$ cat config.mk
export PLATFORM = sky130hd
export DESIGN_NAME = http_date_to_epoch_parser_unit
export DESIGN_NICKNAME = d
export VERILOG_FILES = /design/src/sv/hdep_pkg.sv /design/src/sv/hdep_front.sv /design/src/sv/hdep_fifo.sv /design/src/sv/hdep_conv.sv /design/src/sv/http_date_to_epoch_parser_unit.sv
export SDC_FILE = /design/constraint.sdc
export NUM_CORES = 1
export LEC_CHECK = 0
export BUFFER_PORTS_ARGS = -buffer_cell sky130_fd_sc_hd__buf_2
export CORE_UTILIZATION = 54
export CTS_CLUSTER_DIAMETER = 120
export DETAILED_ROUTE_END_ITERATION = 10
export PLACE_DENSITY = 0.76
export SETUP_SLACK_MARGIN = 0.1
export SLEW_MARGIN = 20
export SYNTH_ARGS = -nofsm -noshare
export SYNTH_HDL_FRONTEND = slang
export SYNTH_SLANG_ARGS = --single-unit
$ cat constraint.sdc
create_clock -name clk -period 21.5 [get_ports clk]
set_input_delay 5.375 -clock clk [delete_from_list [all_inputs] [get_ports clk]]
set_output_delay 5.375 -clock clk [all_outputs]
set_load 0.05 [all_outputs]
$ cat src/sv/hdep_pkg.sv
// Shared types and constants for the HTTP date to epoch parser.
// Holds the parse phase encoding, the record passed from parser to converter,
// and the month and day-of-year tables. No dependencies.
`default_nettype none

package hdep_pkg;

	// Character codes used by the parser.
	localparam logic [7:0] CH_SPACE = 8'h20;
	localparam logic [7:0] CH_TAB   = 8'h09;
	localparam logic [7:0] CH_CR    = 8'h0D;
	localparam logic [7:0] CH_ZERO  = 8'h30;
	localparam logic [7:0] CH_NINE  = 8'h39;
	localparam logic [7:0] CH_COMMA = 8'h2C;
	localparam logic [7:0] CH_COLON = 8'h3A;

	localparam int YEAR_W  = 14;   // year value, at most 9999
	localparam int FIELD_W = 7;    // day, hour, minute, second, at most 99
	localparam int MONTH_W = 4;    // month number, 1 to 12
	localparam int EPOCH_W = 39;
	localparam int DAYS_W  = 24;
	localparam int HMS_W   = 19;
	localparam int Q_DEPTH = 2;

	localparam logic [YEAR_W-1:0] YEAR_MAX = 14'd9999;
	localparam logic [YEAR_W-1:0] ERA_SHIFT = 14'd400;
	localparam logic [DAYS_W-1:0] DAYS_BIAS = 24'd865565;  // 146097 + 719468
	localparam logic [16:0] SEC_PER_DAY = 17'd86400;
	localparam logic [11:0] SEC_PER_HOUR = 12'd3600;
	localparam logic [5:0] SEC_PER_MIN = 6'd60;
	localparam logic [12:0] RECIP_100 = 13'd5243;  // floor(x/100) = (x*5243) >> 19 for x < 2^14
	localparam int RECIP_SHIFT = 19;

	typedef enum logic [14:0] {
		PH_LEAD    = 15'h0001,
		PH_WDAY    = 15'h0002,
		PH_SKIP_D  = 15'h0004,
		PH_DAY     = 15'h0008,
		PH_SKIP_M  = 15'h0010,
		PH_MON     = 15'h0020,
		PH_SKIP_Y  = 15'h0040,
		PH_YEAR    = 15'h0080,
		PH_SKIP_H  = 15'h0100,
		PH_HOUR    = 15'h0200,
		PH_SKIP_MI = 15'h0400,
		PH_MIN     = 15'h0800,
		PH_SKIP_S  = 15'h1000,
		PH_SEC     = 15'h2000,
		PH_DONE    = 15'h4000
	} phase_t;

	typedef enum logic [3:0] {
		B_IDLE = 4'b0001,
		B_SUM  = 4'b0010,
		B_MUL  = 4'b0100,
		B_OUT  = 4'b1000
	} back_state_t;

	// One parsed date, handed from the parser to the converter.
	typedef struct packed {
		logic               valid;
		logic [YEAR_W-1:0]  year;
		logic [MONTH_W-1:0] month;
		logic [FIELD_W-1:0] day;
		logic [FIELD_W-1:0] hour;
		logic [FIELD_W-1:0] minute;
		logic [FIELD_W-1:0] second;
	} rec_t;

	localparam logic [23:0] MONTH_NAMES [12] = '{
		24'h4A616E, 24'h466562, 24'h4D6172, 24'h417072, 24'h4D6179, 24'h4A756E,
		24'h4A756C, 24'h417567, 24'h536570, 24'h4F6374, 24'h4E6F76, 24'h446563
	};

	function automatic logic [MONTH_W-1:0] month_code(input logic [23:0] name);
		logic [MONTH_W-1:0] code;
		code = '0;
		for (int i = 0; i < 12; i++) begin
			if (MONTH_NAMES[i] == name)
				code = MONTH_W'(i + 1);
		end
		return code;
	endfunction

	// Days from March 1st to the first of the month, months counted from March.
	function automatic logic [8:0] month_offset(input logic [3:0] mp);
		logic [8:0] off;
		case (mp)
			4'd0:    off = 9'd0;
			4'd1:    off = 9'd31;
			4'd2:    off = 9'd61;
			4'd3:    off = 9'd92;
			4'd4:    off = 9'd122;
			4'd5:    off = 9'd153;
			4'd6:    off = 9'd184;
			4'd7:    off = 9'd214;
			4'd8:    off = 9'd245;
			4'd9:    off = 9'd275;
			4'd10:   off = 9'd306;
			4'd11:   off = 9'd337;
			default: off = 9'd0;
		endcase
		return off;
	endfunction

endpackage

`default_nettype wire

$ cat src/sv/hdep_front.sv
// Character parser: walks the date text one item per cycle while q_full is low and
// emits one record per header on its final character. Depends on hdep_pkg.
`default_nettype none

module hdep_front #(
	parameter int YEAR_DIGITS = 4
) (
	input  wire logic               clk,
	input  wire logic               arst_n,
	input  wire logic               in_valid,
	input  wire logic [7:0]         in_char,
	input  wire logic               in_last,
	input  wire logic               q_full,
	output logic                    in_ready,
	output logic                    push,
	output hdep_pkg::rec_t          push_rec
);
	import hdep_pkg::*;

	localparam int ACC_W = $clog2(10 ** YEAR_DIGITS);
	localparam int CNT_W = $clog2(YEAR_DIGITS + 1);

	phase_t             phase_q, ph_n;
	logic [ACC_W-1:0]   acc_q, acc_n;
	logic [CNT_W-1:0]   cnt_q, cnt_n;
	logic [FIELD_W-1:0] day_q, day_n, hour_q, hour_n, min_q, min_n, sec_q, sec_n;
	logic [15:0]        let_q, let_n;
	logic [MONTH_W-1:0] mon_q, mon_n, mon_match;
	logic [YEAR_W-1:0]  year_q, year_n;
	logic               err_q, err_n;
	logic               ws, dg, accept;
	logic [3:0]         dig;
	logic [ACC_W+3:0]   acc_add;

	assign in_ready = !q_full;
	assign accept   = in_valid && in_ready;
	assign ws  = (in_char == CH_SPACE) || (in_char >= CH_TAB && in_char <= CH_CR);
	assign dg  = (in_char >= CH_ZERO) && (in_char <= CH_NINE);
	assign dig = in_char[3:0];
	assign acc_add = (ACC_W+4)'(acc_q) * (ACC_W+4)'(10) + (ACC_W+4)'(dig);
	assign mon_match = month_code({let_q, in_char});

	always_comb begin
		ph_n   = phase_q;
		acc_n  = acc_q;
		cnt_n  = cnt_q;
		day_n  = day_q;
		let_n  = let_q;
		mon_n  = mon_q;
		year_n = year_q;
		hour_n = hour_q;
		min_n  = min_q;
		sec_n  = sec_q;
		err_n  = err_q;
		if (!err_q) begin
			unique case (phase_q)
				PH_LEAD: begin
					if (!ws) begin
						cnt_n = CNT_W'(1);
						ph_n  = PH_WDAY;
					end
				end
				PH_WDAY: begin
					if (ws)
						ph_n = PH_SKIP_D;
					else if (cnt_q < CNT_W'(3))
						cnt_n = cnt_q + CNT_W'(1);
					else if (in_char == CH_COMMA)
						ph_n = PH_SKIP_D;
					else
						err_n = 1'b1;
				end
				PH_SKIP_D, PH_SKIP_Y, PH_SKIP_H, PH_SKIP_MI, PH_SKIP_S: begin
					if (dg) begin
						acc_n = ACC_W'(dig);
						cnt_n = CNT_W'(1);
						case (phase_q)
							PH_SKIP_D:  ph_n = PH_DAY;
							PH_SKIP_Y:  ph_n = PH_YEAR;
							PH_SKIP_H:  ph_n = PH_HOUR;
							PH_SKIP_MI: ph_n = PH_MIN;
							default:    ph_n = PH_SEC;
						endcase
					end else if (!ws) begin
						err_n = 1'b1;
					end
				end
				PH_SKIP_M: begin
					if (!ws) begin
						let_n = {8'h00, in_char};
						cnt_n = CNT_W'(1);
						ph_n  = PH_MON;
					end
				end
				PH_MON: begin
					if (ws) begin
						err_n = 1'b1;
					end else if (cnt_q == CNT_W'(1)) begin
						let_n = {let_q[7:0], in_char};
						cnt_n = CNT_W'(2);
					end else begin
						mon_n = mon_match;
						if (mon_match == '0)
							err_n = 1'b1;
						else
							ph_n = PH_SKIP_Y;
					end
				end
				PH_YEAR: begin
					if (dg) begin
						if (cnt_q >= CNT_W'(YEAR_DIGITS)) begin
							err_n = 1'b1;
						end else begin
							acc_n = acc_add[ACC_W-1:0];
							cnt_n = cnt_q + CNT_W'(1);
						end
					end else if (ws && (ACC_W+1)'(acc_q) <= (ACC_W+1)'(YEAR_MAX)) begin
						year_n = acc_q[YEAR_W-1:0];
						ph_n   = PH_SKIP_H;
					end else begin
						err_n = 1'b1;
					end
				end
				PH_DAY, PH_HOUR, PH_MIN, PH_SEC: begin
					if (dg) begin
						if (cnt_q >= CNT_W'(2)) begin
							err_n = 1'b1;
						end else begin
							acc_n = acc_add[ACC_W-1:0];
							cnt_n = cnt_q + CNT_W'(1);
						end
					end else begin
						case (phase_q)
							PH_DAY: begin
								day_n = acc_q[FIELD_W-1:0];
								if (ws) begin
									ph_n = PH_SKIP_M;
								end else begin
									let_n = {8'h00, in_char};
									cnt_n = CNT_W'(1);
									ph_n  = PH_MON;
								end
							end
							PH_HOUR: begin
								if (in_char == CH_COLON) begin
									hour_n = acc_q[FIELD_W-1:0];
									ph_n   = PH_SKIP_MI;
								end else begin
									err_n = 1'b1;
								end
							end
							PH_MIN: begin
								if (in_char == CH_COLON) begin
									min_n = acc_q[FIELD_W-1:0];
									ph_n  = PH_SKIP_S;
								end else begin
									err_n = 1'b1;
								end
							end
							default: begin
								sec_n = acc_q[FIELD_W-1:0];
								ph_n  = PH_DONE;
							end
						endcase
					end
				end
				PH_DONE: begin
				end
				default: begin
				end
			endcase
		end
	end

	// The final character may still be inside the seconds digits.
	always_comb begin
		push            = accept && in_last;
		push_rec.valid  = !err_n && (ph_n == PH_SEC || ph_n == PH_DONE);
		push_rec.year   = year_n;
		push_rec.month  = mon_n;
		push_rec.day    = day_n;
		push_rec.hour   = hour_n;
		push_rec.minute = min_n;
		push_rec.second = (ph_n == PH_SEC) ? acc_n[FIELD_W-1:0] : sec_n;
	end

	always_ff @(posedge clk or negedge arst_n) begin
		if (!arst_n) begin
			phase_q <= PH_LEAD;
			acc_q   <= '0;
			cnt_q   <= '0;
			day_q   <= '0;
			let_q   <= '0;
			mon_q   <= '0;
			year_q  <= '0;
			hour_q  <= '0;
			min_q   <= '0;
			sec_q   <= '0;
			err_q   <= 1'b0;
		end else if (accept) begin
			if (in_last) begin
				phase_q <= PH_LEAD;
				acc_q   <= '0;
				cnt_q   <= '0;
				day_q   <= '0;
				let_q   <= '0;
				mon_q   <= '0;
				year_q  <= '0;
				hour_q  <= '0;
				min_q   <= '0;
				sec_q   <= '0;
				err_q   <= 1'b0;
			end else begin
				phase_q <= ph_n;
				acc_q   <= acc_n;
				cnt_q   <= cnt_n;
				day_q   <= day_n;
				let_q   <= let_n;
				mon_q   <= mon_n;
				year_q  <= year_n;
				hour_q  <= hour_n;
				min_q   <= min_n;
				sec_q   <= sec_n;
				err_q   <= err_n;
			end
		end
	end

endmodule

`default_nettype wire

$ cat src/sv/hdep_fifo.sv
// Short record queue between the parser and the converter.
// Depends on hdep_pkg for the record type and depth.
`default_nettype none

module hdep_fifo (
	input  wire logic           clk,
	input  wire logic           arst_n,
	input  wire logic           push,
	input  wire hdep_pkg::rec_t push_rec,
	input  wire logic           pop,
	output hdep_pkg::rec_t      head,
	output logic                full,
	output logic                empty
);
	import hdep_pkg::*;

	localparam int PTR_W = $clog2(Q_DEPTH);
	localparam int CNT_W = $clog2(Q_DEPTH + 1);

	rec_t             mem_q [Q_DEPTH];
	logic [PTR_W-1:0] wr_q, rd_q;
	logic [CNT_W-1:0] count_q;

	assign full  = (count_q == CNT_W'(Q_DEPTH));
	assign empty = (count_q == '0);
	assign head  = mem_q[rd_q];

	always_ff @(posedge clk) begin
		if (push)
			mem_q[wr_q] <= push_rec;
	end

	always_ff @(posedge clk or negedge arst_n) begin
		if (!arst_n) begin
			wr_q    <= '0;
			rd_q    <= '0;
			count_q <= '0;
		end else begin
			if (push)
				wr_q <= (wr_q == PTR_W'(Q_DEPTH - 1)) ? '0 : wr_q + PTR_W'(1);
			if (pop)
				rd_q <= (rd_q == PTR_W'(Q_DEPTH - 1)) ? '0 : rd_q + PTR_W'(1);
			if (push && !pop)
				count_q <= count_q + CNT_W'(1);
			else if (pop && !push)
				count_q <= count_q - CNT_W'(1);
		end
	end

endmodule

`default_nettype wire

$ cat src/sv/hdep_conv.sv
// Converter: turns one parsed date into Unix seconds in registered steps
// (days-from-civil terms, then day sum, then scale) and holds it for the output.
// Depends on hdep_pkg.
`default_nettype none

module hdep_conv (
	input  wire logic                        clk,
	input  wire logic                        arst_n,
	input  wire hdep_pkg::rec_t              head,
	input  wire logic                        empty,
	output logic                             pop,
	output logic                             out_valid,
	input  wire logic                        out_ready,
	output logic                             out_date_valid,
	output logic [hdep_pkg::EPOCH_W-1:0]     out_epoch
);
	import hdep_pkg::*;

	back_state_t        state_q;
	logic [YEAR_W-1:0]  yy;
	logic [3:0]         mp;
	logic [26:0]        q100_prod;

	logic [YEAR_W-1:0]  yy_s1;
	logic [22:0]        p365_s1;
	logic [7:0]         q100_s1;
	logic [8:0]         off_s1;
	logic [FIELD_W-1:0] day_s1, sec_s1;
	logic [18:0]        h3600_s1;
	logic [12:0]        m60_s1;
	logic               vld_s1;

	logic [DAYS_W-1:0]  days_s2;
	logic [HMS_W-1:0]   hms_s2;
	logic               vld_s2;

	logic signed [41:0] ep_full;
	logic               valid_q;
	logic [EPOCH_W-1:0] epoch_q;

	// Shift the year by one 400-year era so that January and February stay positive.
	assign yy = head.year + ERA_SHIFT - ((head.month <= MONTH_W'(2)) ? YEAR_W'(1) : YEAR_W'(0));
	assign mp = (head.month > MONTH_W'(2)) ? head.month - MONTH_W'(3) : head.month + MONTH_W'(9);
	assign q100_prod = 27'(yy) * 27'(RECIP_100);

	assign pop = (state_q == B_IDLE) && !empty;
	assign ep_full = $signed(days_s2) * $signed({1'b0, SEC_PER_DAY})
	               + $signed({23'b0, hms_s2});

	assign out_valid      = (state_q == B_OUT);
	assign out_date_valid = valid_q;
	assign out_epoch      = epoch_q;

	always_ff @(posedge clk) begin
		if (pop) begin
			yy_s1    <= yy;
			p365_s1  <= 23'(yy) * 23'd365;
			q100_s1  <= q100_prod[RECIP_SHIFT+7:RECIP_SHIFT];
			off_s1   <= month_offset(mp);
			day_s1   <= head.day;
			sec_s1   <= head.second;
			h3600_s1 <= 19'(head.hour) * 19'(SEC_PER_HOUR);
			m60_s1   <= 13'(head.minute) * 13'(SEC_PER_MIN);
			vld_s1   <= head.valid;
		end
		if (state_q == B_SUM) begin
			days_s2 <= DAYS_W'(p365_s1) + DAYS_W'(yy_s1 >> 2) - DAYS_W'(q100_s1)
			         + DAYS_W'(q100_s1 >> 2) + DAYS_W'(off_s1) + DAYS_W'(day_s1)
			         - DAYS_W'(1) - DAYS_BIAS;
			hms_s2  <= HMS_W'(h3600_s1) + HMS_W'(m60_s1) + HMS_W'(sec_s1);
			vld_s2  <= vld_s1;
		end
		if (state_q == B_MUL) begin
			valid_q <= vld_s2;
			epoch_q <= vld_s2 ? ep_full[EPOCH_W-1:0] : '0;
		end
	end

	always_ff @(posedge clk or negedge arst_n) begin
		if (!arst_n) begin
			state_q <= B_IDLE;
		end else begin
			unique case (state_q)
				B_IDLE:  if (!empty) state_q <= B_SUM;
				B_SUM:   state_q <= B_MUL;
				B_MUL:   state_q <= B_OUT;
				B_OUT:   if (out_ready) state_q <= B_IDLE;
				default: state_q <= B_IDLE;
			endcase
		end
	end

endmodule

`default_nettype wire

$ cat src/sv/http_date_to_epoch_parser_unit.sv
// Channel | dir | tdata                          | tuser          | tlast
// s_axis  | in  | [7:0] char_code                | -              | last_char
// m_axis  | out | [38:0] epoch_seconds, [39] 0   | [0] date_valid | -
//
// The parser takes one character item per cycle; its ready drops only while the
// two-entry record queue is full. The converter carries each date from the queue head
// through the stage-1, sum and multiply registers to the output register and holds
// it there until m_axis_tready, taking no new date until then. m_axis_tvalid rises
// once the date has passed these registers, later if an earlier date still holds them.
// Reset is asynchronous and returns the parser to skipping leading whitespace.
// Top level: instantiates hdep_front, hdep_fifo and hdep_conv; uses hdep_pkg.
`default_nettype none

module http_date_to_epoch_parser_unit #(
	parameter int YEAR_DIGITS = 4
) (
	input  wire logic        clk,
	input  wire logic        arst_n,
	input  wire logic        s_axis_tvalid,
	output logic             s_axis_tready,
	input  wire logic [7:0]  s_axis_tdata,   // [7:0] char_code
	input  wire logic        s_axis_tlast,
	output logic             m_axis_tvalid,
	input  wire logic        m_axis_tready,
	output logic [39:0]      m_axis_tdata,   // [38:0] epoch_seconds, [39] zero
	output logic [0:0]       m_axis_tuser    // [0] date_valid
);
	import hdep_pkg::*;

	rec_t               push_rec, head;
	logic               push, pop, full, empty, date_valid;
	logic [EPOCH_W-1:0] epoch;

	hdep_front #(.YEAR_DIGITS(YEAR_DIGITS)) u_front (
		.clk      (clk),
		.arst_n   (arst_n),
		.in_valid (s_axis_tvalid),
		.in_char  (s_axis_tdata),
		.in_last  (s_axis_tlast),
		.q_full   (full),
		.in_ready (s_axis_tready),
		.push     (push),
		.push_rec (push_rec)
	);

	hdep_fifo u_fifo (
		.clk      (clk),
		.arst_n   (arst_n),
		.push     (push),
		.push_rec (push_rec),
		.pop      (pop),
		.head     (head),
		.full     (full),
		.empty    (empty)
	);

	hdep_conv u_conv (
		.clk            (clk),
		.arst_n         (arst_n),
		.head           (head),
		.empty          (empty),
		.pop            (pop),
		.out_valid      (m_axis_tvalid),
		.out_ready      (m_axis_tready),
		.out_date_valid (date_valid),
		.out_epoch      (epoch)
	);

	assign m_axis_tdata = {1'b0, epoch};
	assign m_axis_tuser = date_valid;

	a_no_push_when_full: assert property (@(posedge clk) disable iff (!arst_n)
		!(push && full))
		else $error("record pushed into a full queue");

	a_no_pop_when_empty: assert property (@(posedge clk) disable iff (!arst_n)
		pop |-> !empty)
		else $error("record popped from an empty queue");

	a_invalid_is_zero: assert property (@(posedge clk) disable iff (!arst_n)
		(m_axis_tvalid && !m_axis_tuser[0]) |-> (m_axis_tdata == '0))
		else $error("invalid date carries nonzero seconds");

	a_pop_starts_output: assert property (@(posedge clk) disable iff (!arst_n)
		pop |-> ##3 m_axis_tvalid)
		else $error("converter did not present a result three cycles after pop");

endmodule

`default_nettype wire
==> run metrics <==
layout overhead on the synthesized area 8.31%; Ant. Diodes 0; sequential fraction of the synthesis area 0.340; Core Region 57700 sq um; First DRT Iteration DRCs 1131; WL per Instance 17.7 microns; slowest stage delay, CP 960 ps; R2R Path End u_conv.q100_s1[5]; Port Buf Inserts 54; clk slew on worst S/H paths 70 ps; DR vias/cell 5.61; Setup Viol. Count Final 0; CTS tree built; Top FF cell, synth edfxtp_1; Longest Clk Path Bufs 3; chip height 244 microns; Avg Cell Area, Syn 10.6 sq um; post-route ant nets 0; Finished Layout Cells 3821; fin crit period 10070 ps; Hold Crit Depth 0; Crit path buffers/inverters 6; CTS Hold Bufs 0; detailed placement HPWL 52.5 mm; # nets final 3682; Critical Path RT 21810 ps; placer congestion estimate 0.968; # resized after CTS 0; flop2flop setup slack 11430 ps; Clock Tree Root clkbuf_16; Post-synth ARST share 0.275; Starting Density 0.547; TNS Setup 0 ps; RSZ-0062 raised after global routing false; Max-Cap Viols 0; Remaining DRCs 0; Yosys warnings 0; CP startpoint kind flop; Total GRT Usage 0.232; cells after synthesis 2973; Synth Net Count 3633; fin crit share 0.468; endpoints failing hold 0; Peak Freq 99.3 MHz; most common cell after layout, fill and taps aside inv_1; wire length of the first global-routing pass 112 mm; H-tree lvl count 2; Post-CTS Setup Inserts 0; vias in the first global route 21900; worst slew pin tran 1120 ps; Hold WC Path Type flop to flop; CP top delay family adder cells; number of flops mapped to enable cells by yosys 271; drt total wl 67.5 mm; Setup crit start u_fifo.rd_q; placed insts 3743; post-layout util 0.593; maximum fanout along the worst path 19; Netlist cell types 92; WHS 419 ps; first-pass detailed-route iteration total 5; FF+latch count, synth 374; Rel. slew slack 0.244; area of the mapped netlist 31600 sq um; insertion delay to the later sink of the worst-skew pair 580 ps; row count 88; CP most frequent cell inv_1; worst r2r src u_fifo.rd_q; GRT overflow 0; total CTS buffers 42; Reg2Reg Depth 37; Setup Skew 31.4 ps; die area 59400 sq um; Crit path depth 37; CP max stage cell o311ai_0; fill count 4628; initial antenna violation count 0; I/O pins 56; fraction of final layout cells with drive strength greater than 1 0.0802; Die W 244 microns; run status finished, final reports clean; CP endpoint u_conv.q100_s1[5]; largest net degree at the start of global routing 77; Sink Count 374; CP Class flop to flop; commonest cells after routing, fill and taps aside inv_1, ha_1, edfxtp_1; crit end category flop; WP data arrival 10390 ps; Max Slew Vio Count 0; DR vias 21500
==> layout make-up <==
| cell class | count | area [sq um] | share of cell area |
|---|---|---|---|
| Inverter | 493 | 1850 | 0.0541 |
| Clock buffer | 50 | 1110 | 0.0325 |
| Timing Repair Buffer | 70 | 393 | 0.0115 |
| Tap cell | 765 | 957 | 0.0280 |
| Clock inverter | 28 | 359 | 0.0105 |
| Sequential cell | 374 | 10700 | 0.313 |
| Multi-Input combinational cell | 2041 | 18800 | 0.550 |
==> cells in the mapped netlist (48+ instances only) <==
| library cell | number | area share |
|---|---|---|
| xnor2_1 | 114 | 0.032 |
| nand2_1 | 138 | 0.016 |
| ha_1 | 428 | 0.17 |
| mux2_2 | 67 | 0.024 |
| fa_1 | 219 | 0.14 |
| xor2_1 | 52 | 0.014 |
| o21ai_0 | 110 | 0.017 |
| dfrtp_1 | 101 | 0.080 |
| a21oi_1 | 132 | 0.021 |
| nor2_1 | 167 | 0.020 |
| clkbuf_1 | 55 | 0.0065 |
| nor3_1 | 52 | 0.0082 |
| nand3_1 | 48 | 0.0076 |
| inv_1 | 492 | 0.058 |
| edfxtp_1 | 271 | 0.26 |
==> cell families (layout without fill, tap and decap cells) <==
group | count (synthesis) | in the layout | share of synthesized area
adders and majority gates | 647 | 647 | 0.309
and+or+nand+nor | 643 | 643 | 0.106
buffers and inverters | 558 | 641 | 0.0669
AOI/OAI and AO/OA | 487 | 487 | 0.0996
DFF | 374 | 374 | 0.340
xor gates and xnor gates | 166 | 166 | 0.0461
muxes | 97 | 97 | 0.0336
other | 1 | 1 | 0.000119
==> state kept, by name, indices dropped and copies added, names as in the netlist, 4 cells and up <==
signal / count
u_fifo.mem_q: 94
u_conv.out_epoch: 39
u_conv.days_s2: 24
u_conv.p365_s1: 23
u_conv.hms_s2: 19
u_front.let_q: 16
u_conv.h3600_s1: 15
u_front.phase_q: 15
u_front.acc_q: 14
u_front.year_q: 14
u_conv.yy_s1: 12
u_conv.m60_s1: 11
u_conv.off_s1: 9
u_conv.q100_s1: 8
u_conv.day_s1: 7
u_conv.sec_s1: 7
u_front.day_q: 7
u_front.hour_q: 7
u_front.min_q: 7
u_front.sec_q: 7
u_conv.state_q: 4
u_front.mon_q: 4
==> worst min-delay path by stage <==
stage                           startpoint                to  slack, ps
after floorplan           u_conv.sec_s1[0]  u_conv.hms_s2[0]        400
after global placement    u_conv.sec_s1[1]  u_conv.hms_s2[1]        410
after detailed placement  u_conv.sec_s1[0]  u_conv.hms_s2[0]        410
after CTS                 u_conv.sec_s1[0]  u_conv.hms_s2[0]        420
after global routing      u_conv.sec_s1[0]  u_conv.hms_s2[0]        420
final                     u_conv.sec_s1[0]  u_conv.hms_s2[0]        420
==> metrics by stage <==
| step | worst slack [ps] | area, sq um |
|---|---|---|
| finish | 11430 | 34200 |
| global route | 10780 | 34200 |
| CTS | 11560 | 34200 |
| detailed placement | 11570 | 32700 |
| global placement | 11860 | 32700 |
| floorplan | 10500 | 31600 |
==> routing by layer <==
layer / wire length, microns / track usage / vias up / share of wire
met5: 0 / 0 / - / 0
met4: 1360 / 0.0533 / 0 / 0.020
met3: 2720 / 0.0248 / 100 / 0.040
met2: 34300 / 0.419 / 469 / 0.51
met1: 29100 / 0.298 / 10500 / 0.43
li1: - / - / 10400 / -
Power is left out: the tool's default activity adds up to more than one toggle a clock period on the data nets, which glitch-free logic cannot reach.
